### src/point_table_radius_search_macros.svh
// assertion macros for the point table radius search block
// used by files that assert; expects clk_i and rst_ni in scope
`ifndef POINT_TABLE_RADIUS_SEARCH_MACROS_SVH
`define POINT_TABLE_RADIUS_SEARCH_MACROS_SVH

// property that holds at every clock edge outside reset
`define PTRS_ASSERT(lbl, prop, msg) \
  lbl: assert property (@(posedge clk_i) disable iff (!rst_ni) (prop)) else $error(msg);

// antecedent in one cycle implies consequent in the next
`define PTRS_ASSERT_NEXT(lbl, ante, cons, msg) \
  lbl: assert property (@(posedge clk_i) disable iff (!rst_ni) (ante) |=> (cons)) else $error(msg);

`endif

### src/ptrs_pkg.sv
// shared types and codes for the point table radius search block
// no dependencies; used by the cell, the top level and the verification files
package ptrs_pkg;

  // operation codes
  localparam logic [2:0] OP_APPEND     = 3'd0;
  localparam logic [2:0] OP_INVALIDATE = 3'd1;
  localparam logic [2:0] OP_MOVE_LAST  = 3'd2;
  localparam logic [2:0] OP_SEARCH     = 3'd3;
  localparam logic [2:0] OP_LIST       = 3'd4;

  // status codes
  localparam logic [1:0] STAT_OK        = 2'd0;
  localparam logic [1:0] STAT_FULL      = 2'd1;
  localparam logic [1:0] STAT_RANGE     = 2'd2;
  localparam logic [1:0] STAT_NOT_FOUND = 2'd3;

  // request payload
  typedef struct packed {
    logic [2:0]  opcode;
    logic [15:0] point_x;
    logic [15:0] point_y;
    logic [7:0]  class_label;
    logic [15:0] cost_value;
    logic [5:0]  entry_index;
    logic [15:0] radius;
  } cmd_t;

  // result payload
  typedef struct packed {
    logic [1:0]  status;
    logic [5:0]  found_index;
    logic [15:0] out_x;
    logic [15:0] out_y;
    logic        last;
  } result_t;

  // per-cell control
  typedef struct packed {
    logic shift;    // take the neighbor's entry
    logic load;     // write a whole new entry
    logic load_xy;  // rewrite coordinates only
    logic clear;    // drop the valid mark
  } cell_ctrl_t;

endpackage

### src/ptrs_cell.sv
// one table cell: a stored entry that can be written or shifted from its neighbor
// depends on ptrs_pkg
module ptrs_cell #(
  parameter int unsigned COORD_BITS = 16
) (
  input  logic                   clk_i,
  input  logic                   rst_ni,
  input  ptrs_pkg::cell_ctrl_t   ctrl_i,
  input  logic [COORD_BITS-1:0]  wr_x_i,
  input  logic [COORD_BITS-1:0]  wr_y_i,
  input  logic [7:0]             wr_label_i,
  input  logic [15:0]            wr_cost_i,
  input  logic                   nb_valid_i,
  input  logic [COORD_BITS-1:0]  nb_x_i,
  input  logic [COORD_BITS-1:0]  nb_y_i,
  input  logic [7:0]             nb_label_i,
  input  logic [15:0]            nb_cost_i,
  output logic                   valid_o,
  output logic [COORD_BITS-1:0]  x_o,
  output logic [COORD_BITS-1:0]  y_o,
  output logic [7:0]             label_o,
  output logic [15:0]            cost_o
);

  logic                  valid_q;
  logic [COORD_BITS-1:0] x_q, y_q;
  logic [7:0]            label_q;
  logic [15:0]           cost_q;

  // valid mark, cleared by reset
  always_ff @(posedge clk_i or negedge rst_ni) begin
    if (!rst_ni) begin
      valid_q <= 1'b0;
    end else if (ctrl_i.shift) begin
      valid_q <= nb_valid_i;
    end else if (ctrl_i.load) begin
      valid_q <= 1'b1;
    end else if (ctrl_i.clear) begin
      valid_q <= 1'b0;
    end
  end

  // entry payload
  always_ff @(posedge clk_i) begin
    if (ctrl_i.shift) begin
      x_q     <= nb_x_i;
      y_q     <= nb_y_i;
      label_q <= nb_label_i;
      cost_q  <= nb_cost_i;
    end else if (ctrl_i.load) begin
      x_q     <= wr_x_i;
      y_q     <= wr_y_i;
      label_q <= wr_label_i;
      cost_q  <= wr_cost_i;
    end else if (ctrl_i.load_xy) begin
      x_q <= wr_x_i;
      y_q <= wr_y_i;
    end
  end

  assign valid_o = valid_q;
  assign x_o     = x_q;
  assign y_o     = y_q;
  assign label_o = label_q;
  assign cost_o  = cost_q;

endmodule

### config.mk
export PLATFORM = sky130hd
export DESIGN_NAME = ptrs_cell
export DESIGN_NICKNAME = d
export VERILOG_FILES = /design/src/point_table_radius_search_macros.svh /design/src/ptrs_pkg.sv /design/src/ptrs_cell.sv
export SDC_FILE = /design/constraint.sdc
export NUM_CORES = 1
export LEC_CHECK = 0
export BUFFER_PORTS_ARGS = -buffer_cell sky130_fd_sc_hd__buf_2
export CAP_MARGIN = 10
export CORE_MARGIN = 2
export CORE_UTILIZATION = 30
export CTS_BUF_LIST = sky130_fd_sc_hd__clkbuf_4 sky130_fd_sc_hd__clkbuf_8 sky130_fd_sc_hd__clkbuf_16
export CTS_CLUSTER_DIAMETER = 100
export DETAILED_ROUTE_END_ITERATION = 10
export GPL_ROUTABILITY_DRIVEN = 0
export GPL_TIMING_DRIVEN = 0
export SKIP_LAST_GASP = 1
export SYNTH_ARGS = -nofsm -noshare
export SYNTH_HDL_FRONTEND = slang
export SYNTH_SLANG_ARGS = --single-unit
### constraint.sdc
create_clock -name clk_i -period 0.9 [get_ports clk_i]
set_input_delay 0.045 -clock clk_i [delete_from_list [all_inputs] [get_ports clk_i]]
set_output_delay 0.045 -clock clk_i [all_outputs]
set_load 0.05 [all_outputs]
# Word-level counts from Yosys, hierarchy flattened
# Cells that the tools add are included.
word_totals:
  regBits: 57
  out_inout_bits: 57
  elab_cells: 21
classes:
  muxes: 13
  reduce_logical: 3
op_table:
  columns: ["cell", "n"]
  rows:
  - ["16-bit 2-to-1 mux", 8]
  - ["8-bit 2-to-1 mux", 2]
  - ["3-bit nonzero test", 2]
  - ["1-bit 2-to-1 mux", 3]
  - ["2-bit nonzero test", 1]

# Depth between registers and ports, before layout
depth:
  ltp_word: 3
  ltp_mapped: 4
  mapped_depth_nobuf: 2

# Worst setup path after synthesis
# Ideal clock, no wire load.
synth_timing:
  kind: "input to register"
  start: "in ctrl_i[3] (netlist name)"
  end: "reg x_q[0] (netlist: x_o[0]), enable pin"
  setup_time_ns: 0.414
  t_arrival_ns: 1.041
  t_required_ns: 0.486
  path_slack_ns: -0.555
  path_stages: 3
  path_cell_list: "buf_6 buf_6 or3_1"
synth_via:
  elab_chain_len: 1
synth_rtl:
  columns: ["element", "line_no", "source"]
  rows:
  - ["start, declared", "ptrs_cell.sv:8", "input ptrs_pkg::cell_ctrl_t ctrl_i,"]
  - ["3-bit nonzero test (no line)", null, null]
  - ["end signal, assigned", "ptrs_cell.sv:46", "x_q <= nb_x_i;"]
  - ["end signal, assigned", "ptrs_cell.sv:51", "x_q <= wr_x_i;"]
  - ["end signal, assigned", "ptrs_cell.sv:56", "x_q <= wr_x_i;"]
  - ["end, declared", "ptrs_cell.sv:26", "logic [COORD_BITS-1:0] x_q, y_q;"]
# Every way passes these cells.
# A chain may end at the register's enable or synchronous reset.

# Worst setup path after layout
layout_timing:
  start: "reg label_q[2] (netlist: label_o[2])"
  end: "out label_o[2]"
layout_lines:
  columns: ["element", "line_no", "source"]
  rows:
  - ["start, declared", "ptrs_cell.sv:27", "logic [7:0] label_q;"]
  - ["start signal, assigned", "ptrs_cell.sv:48", "label_q <= nb_label_i;"]
  - ["start signal, assigned", "ptrs_cell.sv:53", "label_q <= wr_label_i;"]
  - ["end, declared", "ptrs_cell.sv:21", "output logic [7:0] label_o,"]
# No word-level cell between the ends.

==> flow_metrics.tcl <==
set metrics [dict create \
    combPwrFrac 0.285 \
    ys_ff_latch 57 \
    ant_nets 0 \
    cts_buffers 9 \
    grt_pass1_vias 2032 \
    cp-start-kind "register" \
    worstHoldStart "wr_y_i[7]" \
    seq_power_share 0.406 \
    nFillCells 679 \
    post-cts-setup-buffers 0 \
    dp.cells 404 \
    netlist_area_um2 2460 \
    layout_min_cycle_time_ns 0.961 \
    dieWidth_um 94.5 \
    crit_path_end_kind "primary output" \
    crit_type "reg -> out" \
    wl_per_cell_um 14.9 \
    arrival_ns 0.92 \
    clock.fmax_ghz 1.04 \
    cp_slowest_stage_delay_ns 0.41 \
    grt_max_degree 33 \
    slew_violations 0 \
    worst_pin_slew_ns 0.436 \
    path_delay_family "flip-flops" \
    ctsRootBufferMaster "clkbuf_8" \
    hold_viol_final 0 \
    synthTopCellsByArea "edfxtp_1 (68%), mux2_2 (22%), mux2_4 (5.5%)" \
    drt-total-wl_um 6790 \
    cellPowerDensity_nw_per_um2 1900 \
    fin_nets 464 \
    pre_cts_slack_ns -0.272 \
    reg2reg_from "valid_o" \
    clock-sinks 57 \
    path_cells "buf_6" \
    dp_hpwl_um 4780 \
    yosysTopAreaCellShare 0.685 \
    finalSetupViolations 55 \
    switchingPower_uw 2490 \
    drt_iter0_drc 24 \
    antenna_found_initial 0 \
    grt_pass1_wl_um 9790 \
    yosysTopAreaCell "edfxtp_1" \
    setup_slack_ns -0.0613 \
    ys_seq_area_frac 0.695 \
    diodes 0 \
    startpoint "label_o[2]" \
    power.total_uw 8330 \
    row_count 33 \
    route.detailed.drc 0 \
    ys_types 11 \
    stdcell_count 455 \
    grt_usage 0.152 \
    sw_frac_of_total 0.299 \
    hp-class "in -> reg" \
    crit_buf_inv 1 \
    cts_tree "done" \
    insertion_delay_ns 0.33 \
    dieHeight_um 94.5 \
    core_region_area_um2 8090 \
    clkPwrFrac 0.309 \
    peakVddDrop_v 0.000827 \
    skew_ns 0 \
    vias 1935 \
    p_leak_uw 0.00196 \
    clk_pin_slew_ns 0.07 \
    timing.setup.tns_ns -1.30 \
    initial_utilization 0.303 \
    overflow 0 \
    drive_gt1_frac 0.729 \
    postSynthCellCount 125 \
    die_area_um2 8930 \
    synth_nets 244 \
    violations "setup timing" \
    crit_required_ns 0.85 \
    ctsLongestPathBuffers 2 \
    crit_path_top_delay_cell "edfxtp_1" \
    ctsHtreeMaxLevel 3 \
    max-slew-margin-rel 0.709 \
    ys_warn_count 0 \
    rsz0062_at_grt "yes" \
    io_pins 176 \
    dr.pass1.iters 3 \
    cp_max_fo 1 \
    outcome "finished, violations left" \
    post-route-period-util 1.07 \
    maxCapViolCount 0 \
    synthToLayoutAreaGrowth_pct 78.7 \
    port_buffers 174 \
    intPower_uw 5840 \
    postSynthAreaPerCell_um2 19.6 \
    vias_per_cell 4.25 \
]
per-layer routing:
| metal | GRT usage | part of all wire | vias to the layer above |
|---|---|---|---|
| li1 | - | - | 927 |
| met1 | 0.151 | 0.36 | 885 |
| met2 | 0.283 | 0.54 | 109 |
| met3 | 0.0479 | 0.078 | 14 |
| met4 | 0.0797 | 0.023 | 0 |
| met5 | 0 | 0 | - |
cell usage after synthesis:
cell type	count
buf_6	3
buf_2	4
edfxtp_1	56
a2bb2oi_1	1
nor2b_1	1
or3_1	1
inv_1	1
or2_1	1
mux2_2	47
dfrtp_1	1
mux2_4	9
cells by family after synthesis:
logic type / share of synthesized area
and+or+nand+nor: 0.00765
buffers and inverters: 0.0234
muxes: 0.271
AOI/OAI and AO/OA: 0.00357
DFF: 0.695
registers in the layout (all words and copies together) (netlist names):
name     count
label_o      8
y_o         16
x_o         16
cost_o      16
valid_o      1
cell usage in the layout (no fill, tap or decap), types with 2 or more instances in the layout:
cell / netlist / layout
bufinv_16: 0 / 2
mux2_2: 47 / 47
clkinv_2: 0 / 2
edfxtp_1: 56 / 56
buf_2: 4 / 121
dlygate4sd3_1: 0 / 35
clkbuf_8: 0 / 9
buf_6: 3 / 60
mux2_4: 9 / 9
final cells by class:
| class | count | area [um^2] | area share |
|---|---|---|---|
| repair buffers | 209 | 1580 | 0.360 |
| clock inverters | 6 | 82.6 | 0.0188 |
| inverters | 1 | 3.75 | 0.000855 |
| clock buffers | 10 | 131 | 0.0299 |
| flip-flops and latches | 57 | 1710 | 0.389 |
| well taps | 105 | 131 | 0.0299 |
| multi-input cells | 60 | 699 | 0.159 |
| plain buffers | 7 | 53.8 | 0.0123 |
power by group through the flow:
stage / Combinational (uW) / Sequential, uW / Clock (uW)
floorplan: 327 / 4400 / 0
global placement: 1920 / 3360 / 0
detailed placement: 1930 / 3370 / 0
CTS: 2370 / 3390 / 2650
global route: 2480 / 3410 / 2770
finish: 2370 / 3390 / 2570
per-stage QoR:
| step | hold slack [ns] | utilization | area (um^2) |
|---|---|---|---|
| after detailed placement | -0.177 | 0.428 | 3470 |
| final | 0.0172 | 0.542 | 4390 |
| after global placement | -0.179 | 0.428 | 3470 |
| after CTS | 0.0000658 | 0.537 | 4350 |
| after global routing | 0.000258 | 0.542 | 4390 |
| after floorplan | -0.251 | - | 2460 |
worst reg2reg max path, cell delays in order, from the launching register on:
cell       delay (ns)
dfrtp_2          0.41
nor2b_1          0.13
a2bb2oi_1        0.13
worst paths after layout:
path,endpoint,slack (ns),cells after the start
max in group asynchronous,valid_o,0.26,3
worst min register to register,valid_o,0.69,2
worst max-delay path,label_o[2],-0.06,1
worst min-delay path,y_o[7],0.02,2
worst max register to register,valid_o,0.12,2
min in group asynchronous,valid_o,0.53,3
timing repair:
item / 4_1_cts / 5_1_grt
pin swaps: 0 / 0
resized for setup: 114 / 0
endpoints found under the setup margin: 57 / 57
hold buffers: 31 / 4
endpoints found under the hold margin: 20 / 4
Note: power is estimated with default switching activity, not from simulation.
