### src/point_table_radius_search_macros.svh
// assertion macros for the point table radius search block
// used by files that assert; expects clk_i and rst_ni in scope
`ifndef POINT_TABLE_RADIUS_SEARCH_MACROS_SVH
`define POINT_TABLE_RADIUS_SEARCH_MACROS_SVH

// property that holds at every clock edge outside reset
`define PTRS_ASSERT(lbl, prop, msg) \
  lbl: assert property (@(posedge clk_i) disable iff (!rst_ni) (prop)) else $error(msg);

// antecedent in one cycle implies consequent in the next
`define PTRS_ASSERT_NEXT(lbl, ante, cons, msg) \
  lbl: assert property (@(posedge clk_i) disable iff (!rst_ni) (ante) |=> (cons)) else $error(msg);

`endif

### src/ptrs_eval.sv
// match evaluator at the head of the cell chain: distance or label/cost test
// two register stages: abs difference, then squares; compare after the second
module ptrs_eval #(
  parameter  int unsigned TABLE_DEPTH = 64,
  parameter  int unsigned COORD_BITS  = 16,
  localparam int unsigned IW = (TABLE_DEPTH > 1) ? $clog2(TABLE_DEPTH) : 1
) (
  input  logic                  clk_i,
  input  logic                  rst_ni,
  input  logic                  present_i,
  input  logic                  list_mode_i,
  input  logic [COORD_BITS-1:0] qx_i,
  input  logic [COORD_BITS-1:0] qy_i,
  input  logic [31:0]           r2_i,
  input  logic [7:0]            qlabel_i,
  input  logic [15:0]           qcost_i,
  input  logic                  e_valid_i,
  input  logic [COORD_BITS-1:0] e_x_i,
  input  logic [COORD_BITS-1:0] e_y_i,
  input  logic [7:0]            e_label_i,
  input  logic [15:0]           e_cost_i,
  input  logic [IW-1:0]         e_idx_i,
  output logic                  hit_o,
  output logic [IW-1:0]         hit_idx_o,
  output logic [COORD_BITS-1:0] hit_x_o,
  output logic [COORD_BITS-1:0] hit_y_o,
  output logic                  busy_o
);

  localparam int unsigned PW = 2 * COORD_BITS;
  localparam int unsigned SW = (PW + 1 > 32) ? PW + 1 : 32;

  logic                  v1_q, v2_q;
  logic                  m1_d, m1_q, m2_q;
  logic [IW-1:0]         idx1_q, idx2_q;
  logic [COORD_BITS-1:0] x1_q, y1_q, x2_q, y2_q;
  logic [COORD_BITS-1:0] dx_d, dy_d, dx1_q, dy1_q;
  logic [PW-1:0]         sqx_d, sqy_d, sqx2_q, sqy2_q;
  logic [SW-1:0]         dist_sum;

  // entry qualifies before the distance test
  assign m1_d = e_valid_i &
                (~list_mode_i | ((e_label_i == qlabel_i) & (e_cost_i > qcost_i)));
  assign dx_d = (e_x_i > qx_i) ? (e_x_i - qx_i) : (qx_i - e_x_i);
  assign dy_d = (e_y_i > qy_i) ? (e_y_i - qy_i) : (qy_i - e_y_i);

  // squares of the differences
  assign sqx_d = PW'(dx1_q) * PW'(dx1_q);
  assign sqy_d = PW'(dy1_q) * PW'(dy1_q);

  // stage occupancy
  always_ff @(posedge clk_i or negedge rst_ni) begin
    if (!rst_ni) begin
      v1_q <= 1'b0;
      v2_q <= 1'b0;
    end else begin
      v1_q <= present_i;
      v2_q <= v1_q;
    end
  end

  // stage payload
  always_ff @(posedge clk_i) begin
    m1_q   <= m1_d;
    idx1_q <= e_idx_i;
    x1_q   <= e_x_i;
    y1_q   <= e_y_i;
    dx1_q  <= dx_d;
    dy1_q  <= dy_d;
    m2_q   <= m1_q;
    idx2_q <= idx1_q;
    x2_q   <= x1_q;
    y2_q   <= y1_q;
    sqx2_q <= sqx_d;
    sqy2_q <= sqy_d;
  end

  // squared distance against squared radius; list mode skips the distance test
  assign dist_sum  = SW'(sqx2_q) + SW'(sqy2_q);
  assign hit_o     = v2_q & m2_q & (list_mode_i | (dist_sum < SW'(r2_i)));
  assign hit_idx_o = idx2_q;
  assign hit_x_o   = x2_q;
  assign hit_y_o   = y2_q;
  assign busy_o    = v1_q | v2_q;

endmodule

### config.mk
export PLATFORM = sky130hd
export DESIGN_NAME = ptrs_eval
export DESIGN_NICKNAME = d
export VERILOG_FILES = /design/src/point_table_radius_search_macros.svh /design/src/ptrs_eval.sv
export SDC_FILE = /design/constraint.sdc
export NUM_CORES = 1
export LEC_CHECK = 0
export BUFFER_PORTS_ARGS = -buffer_cell sky130_fd_sc_hd__buf_2
export CAP_MARGIN = 0
export CORE_UTILIZATION = 51
export DETAILED_ROUTE_END_ITERATION = 8
export HOLD_SLACK_MARGIN = 0.05
export PLACE_DENSITY = 0.7
export SYNTH_ARGS = -nofsm -noshare
export SYNTH_HDL_FRONTEND = slang
export SYNTH_SLANG_ARGS = --single-unit
### constraint.sdc
create_clock -name clk_i -period 12.94 [get_ports clk_i]
set_clock_uncertainty 0.15 [all_clocks]
set_input_delay 0.647 -clock clk_i [delete_from_list [all_inputs] [get_ports clk_i]]
set_output_delay 0.647 -clock clk_i [all_outputs]
set_load 0.01 [all_outputs]
* Yosys cells after proc, flatten, opt, wreduce, memory -nomap -nowiden
Cells that the tools add are included.
** Word-level totals
- Bits in latches :: 0
- Register bits :: 176
- Bits in writable memories :: 0
- Bits of input ports :: 155
- Memories kept :: 0
- ROM bits :: 0
** Cells by class
- $mul :: 2
- Order comparisons :: 4
- Add/sub/neg operators :: 5
- Bitwise logic cells :: 8
- Mux-type cells :: 2
- Shift-type cells :: 0
- Equal/unequal tests :: 1
- Div/mod/pow operators :: 0
- Reduce and logical (&&, ||, !) cells :: 0
** Operators by type and width (number)
- multiplier 16 x 16 -> 32 bit :: 2
- subtractor 16 bit :: 4
- greater-than comparator 16 bit :: 3
- adder 32 x 32 -> 33 bit :: 1
- less-than comparator 33 x 32 -> 1 bit :: 1
- 2-to-1 mux 16 bit :: 2
- == test 8 bit :: 1
- bitwise AND 1 bit :: 4
- OR 1 bit :: 3
- NOT 1 bit :: 1

* Longest topological paths before layout
- Depth in word-level cells :: 4
- Mapped depth :: 25

* Worst setup path before layout
No wires, ideal clock.
- Path kind :: register to register
- Start :: register dy1_q[4]
- End :: register sqy2_q[31]
- Arrival :: 5915 ps
- Clock period less this slack :: 6180 ps
- Path buffers :: 2
- Data required time :: 12675 ps
- Slack :: 6760 ps
- Cell stages (with the launch flop) :: 23
- Cells stage by stage :: dfxtp_1 clkbuf_1 clkbuf_1 nand2_1 fa_1 fa_1 inv_1 fa_1 inv_1 fa_1 fa_1 fa_1 inv_1 ha_1 a21o_1 a21o_1 a21o_1 o31a_1 a21o_1 a21oi_1 o21bai_1 or4_1 and3_1
** On the way
- Cells in the longest elaborated chain, start to end :: 1
** RTL lines
- start: declaration :: RTL line ptrs_eval.sv:37 : logic [COORD_BITS-1:0] dx_d, dy_d, dx1_q, dy1_q;
- start signal: assignment :: RTL line ptrs_eval.sv:69 : dy1_q <= dy_d;
- multiplier 16 x 16 -> 32 bit :: RTL line ptrs_eval.sv:49 : assign sqy_d = PW'(dy1_q) * PW'(dy1_q);
- named net sqy_d[31] :: RTL line ptrs_eval.sv:38 : logic [PW-1:0] sqx_d, sqy_d, sqx2_q, sqy2_q;
- end signal: assignment :: RTL line ptrs_eval.sv:75 : sqy2_q <= sqy_d;
- end: declaration :: RTL line ptrs_eval.sv:38
The timed path passes the listed nets, and every way through them passes these cells.

* Worst setup path after layout
- Start :: register dy1_q[6]
- End :: register sqy2_q[29]
Same word-level chain as after synthesis.

==> results_dict.tcl <==
set metrics [dict create \
    fin_crit_sh 0.524 \
    h-tree-depth 4 \
    cap_violations 0 \
    grt_max_degree 20 \
    placed_cells 3373 \
    min_path_type "primary input to flop" \
    slew_headroom 0.445 \
    synth-xor-area-share 0.0476 \
    dp_hpwl_mm 44.4 \
    end_kind "flop" \
    final_cell_count_no_fill 3406 \
    nFillCells 4123 \
    ios 195 \
    gp_congestion 0.902 \
    grtUsageMet3 0.0408 \
    critical_path_required_ps 13140 \
    start_util 0.518 \
    crit_family "adder cells" \
    grt.overflow.total 0 \
    synth_top_area_share 0.281 \
    synthMuxAreaShare 0.00723 \
    syn_area_per_cell_um2 8.93 \
    ys_seq_area_frac 0.148 \
    finalMaxSlewViolations 0 \
    met1_usage 0.296 \
    synthAdderAreaFrac 0.461 \
    cts_made_buffers 17 \
    routed_wl_mm 52.3 \
    syn_inst 2637 \
    critical-path-max-stage-delay_ps 770 \
    synthFlopType "dfxtp_1" \
    clkSinkCount 174 \
    cts_setup_buffers 0 \
    vias 17800 \
    ff_latch_area_mm2 0.00349 \
    status "completed" \
    antenna_left 0 \
    num_rows 78 \
    cp_num_buf_inv 5 \
    clockBufferDepth 2 \
    die_x_um 217 \
    synth_edf_count 0 \
    drtIter0Drc 699 \
    grt_pass1_vias 18700 \
    critical_path_class "flop to flop" \
    async_reset_ff_frac 0.0115 \
    yosys-top-cells-area "fa_1, ha_1, dfxtp_1" \
    max_freq_mhz 147 \
    syn_nets 3461 \
    synthSimpleGateAreaFrac 0.112 \
    vias_per_cell 5.22 \
    insertion_delay_ps 470 \
    syn_area_mm2 0.0235 \
    drt_drc_violations_left 0 \
    crit_chain "nand2_1, fa_1, fa_1, inv_1, ha_1, inv_1, fa_1, inv_1, fa_1, inv_1, fa_1, inv_1, ha_1, a211o_1, o311ai_1, a211oi_1, a21oi_1, o21ai_0, o21a_1, o311ai_0" \
    diodes 0 \
    worst_path_max_delay_cell "dfxtp_1" \
    grt_pass1_wl_mm 87.7 \
    yosys_register_bits 174 \
    ys_types 66 \
    period_minus_slack_ps 6780 \
    synth_warnings 0 \
    nNetsFinal 3617 \
    grtUsageTotal 0.233 \
    synth_top_family_by_area "adder cells" \
    io_buffers 194 \
    antenna_found_initial 1 \
    wl_per_cell_um 15.4 \
    synth-compound-area-share 0.112 \
    cp_max_fo 17 \
    die_h_um 217 \
    worstSetupStartpointType "flop" \
    dr.pass1.iters 5 \
    finalSetupViolations 0 \
    tightest_slew_ps 825 \
    rsz0062_at_grt "no" \
    coreArea_mm2 0.0455 \
    finalSetupTns_ps 0 \
    grt_use_met2 0.406 \
    grt-busiest-layer "met2" \
    finalHoldViolations 0 \
    cp_data_arrival_time_ps 6990 \
    clkTransAtPathRegs_ps 70 \
    multi_input_area_mm2 0.0174 \
    cts_tree "yes" \
    fp.dieArea_mm2 0.0470 \
    yosys.area.top_type "fa_1" \
    root_buffer "clkbuf_16" \
    drive_gt1_frac 0.0912 \
    area_delta_synth_final_pct 8.86 \
]
[final cells by class]
cell class | count | share of cell area
Sequential cell | 174 | 0.136
Timing Repair Buffer | 196 | 0.0386
Multi-Input combinational cell | 1765 | 0.679
Inverter | 639 | 0.0936
Clock inverter | 12 | 0.00581
Tap cell | 600 | 0.0293
Clock buffer | 20 | 0.0174
[path summary, 6_finish.rpt]
kind	startpoint	endpoint	slack, ps	cells after the start
worst max-delay path	dy1_q[6]$_DFF_P_	sqy2_q[29]$_DFF_P_	6160	20
worst min-delay path	e_idx_i[4]	idx1_q[4]$_DFF_P_	130	1
worst max register to register	dy1_q[6]$_DFF_P_	sqy2_q[29]$_DFF_P_	6160	20
worst min register to register	idx1_q[1]$_DFF_P_	hit_idx_o[1]$_DFF_P_	170	0
max in group asynchronous	rst_ni	v1_q$_DFF_PN0_	12180	2
min in group asynchronous	rst_ni	v2_q$_DFF_PN0_	370	2
[timing repair]
action | in CTS | in global routing
gates resized for setup | 0 | 0
hold buffers | 1 | 0
endpoints found under the hold margin | 2 | 0
[metal layers]
layer,up-vias,wire length (um)
li1,8595,-
met1,8664,22900
met2,471,25500
met3,65,3000
met4,0,990
met5,-,0
[cell usage in the layout (no fill, tap or decap), types with 8 or more instances in the layout]
master	synthesis	final
inv_1	639	639
ha_1	339	339
fa_1	330	330
nand2_1	213	213
buf_2	5	194
dfxtp_1	172	172
a21oi_1	121	121
nor2_1	96	96
xnor2_1	85	85
and2_1	80	80
o21ai_0	72	72
a21o_1	56	56
xor2_1	43	43
nor2b_1	23	23
nand2b_1	22	22
o21a_1	22	22
nand4_1	20	20
o21bai_1	20	20
a211oi_1	20	20
nand3_1	20	20
nor3_1	17	17
clkbuf_16	0	17
and3_1	13	13
a31oi_1	12	12
o211ai_1	12	12
or2_2	11	11
o31ai_1	11	11
mux2i_1	11	11
a21boi_0	9	9
a31o_2	8	8
[state kept, by name (all words and copies together), names as in the netlist]
register   flops
sqx2_q        31
sqy2_q        31
v2_q           1
x1_q          16
y1_q          16
dx1_q         16
hit_y_o       16
dy1_q         16
hit_idx_o      6
m1_q           1
hit_x_o       16
idx1_q         6
m2_q           1
v1_q           1
[synthesized netlist by cell type (7+ instances only)]
library cell    n
nor2b_1        23
nand2_1       213
and2_1         80
nand4_1        20
a21boi_0        9
clkbuf_1       50
a2111oi_0       7
nor2_1         96
dfxtp_1       172
fa_1          330
o31ai_1        11
a211o_1         7
xor2_1         43
a21o_1         56
mux2i_1        11
o21ai_0        72
and3_1         13
or2_2          11
o21a_1         22
nand2b_1       22
a31oi_1        12
a211oi_1       20
o211ai_1       12
a31o_2          8
inv_1         639
ha_1          339
nor3_1         17
a21oi_1       121
nand3_1        20
o21bai_1       20
xnor2_1        85
[cells by family (layout without fill, tap and decap cells)]
kind of cell    Yosys count  in the layout
simple gates            544            544
xor+xnor                128            128
mux                      16             16
fa+ha+maj               669            669
compound gates          408            408
flops                   174            174
buf+inv                 698            867
[per-stage QoR]
stage	utilization	setup slack (ps)	hold WS (ps)	instance area, um2
3_5_place_dp	0.550	6190	163	25000
2_1_floorplan	-	6760	160	23500
6_report	0.563	6160	129	25600
4_1_cts	0.563	6150	85.6	25600
3_3_place_gp	0.550	6330	160	25000
5_1_grt	0.563	5800	102	25600
Power is left out: the tool's default activity adds up to more than one toggle a clock period on the data nets, which glitch-free logic cannot reach.
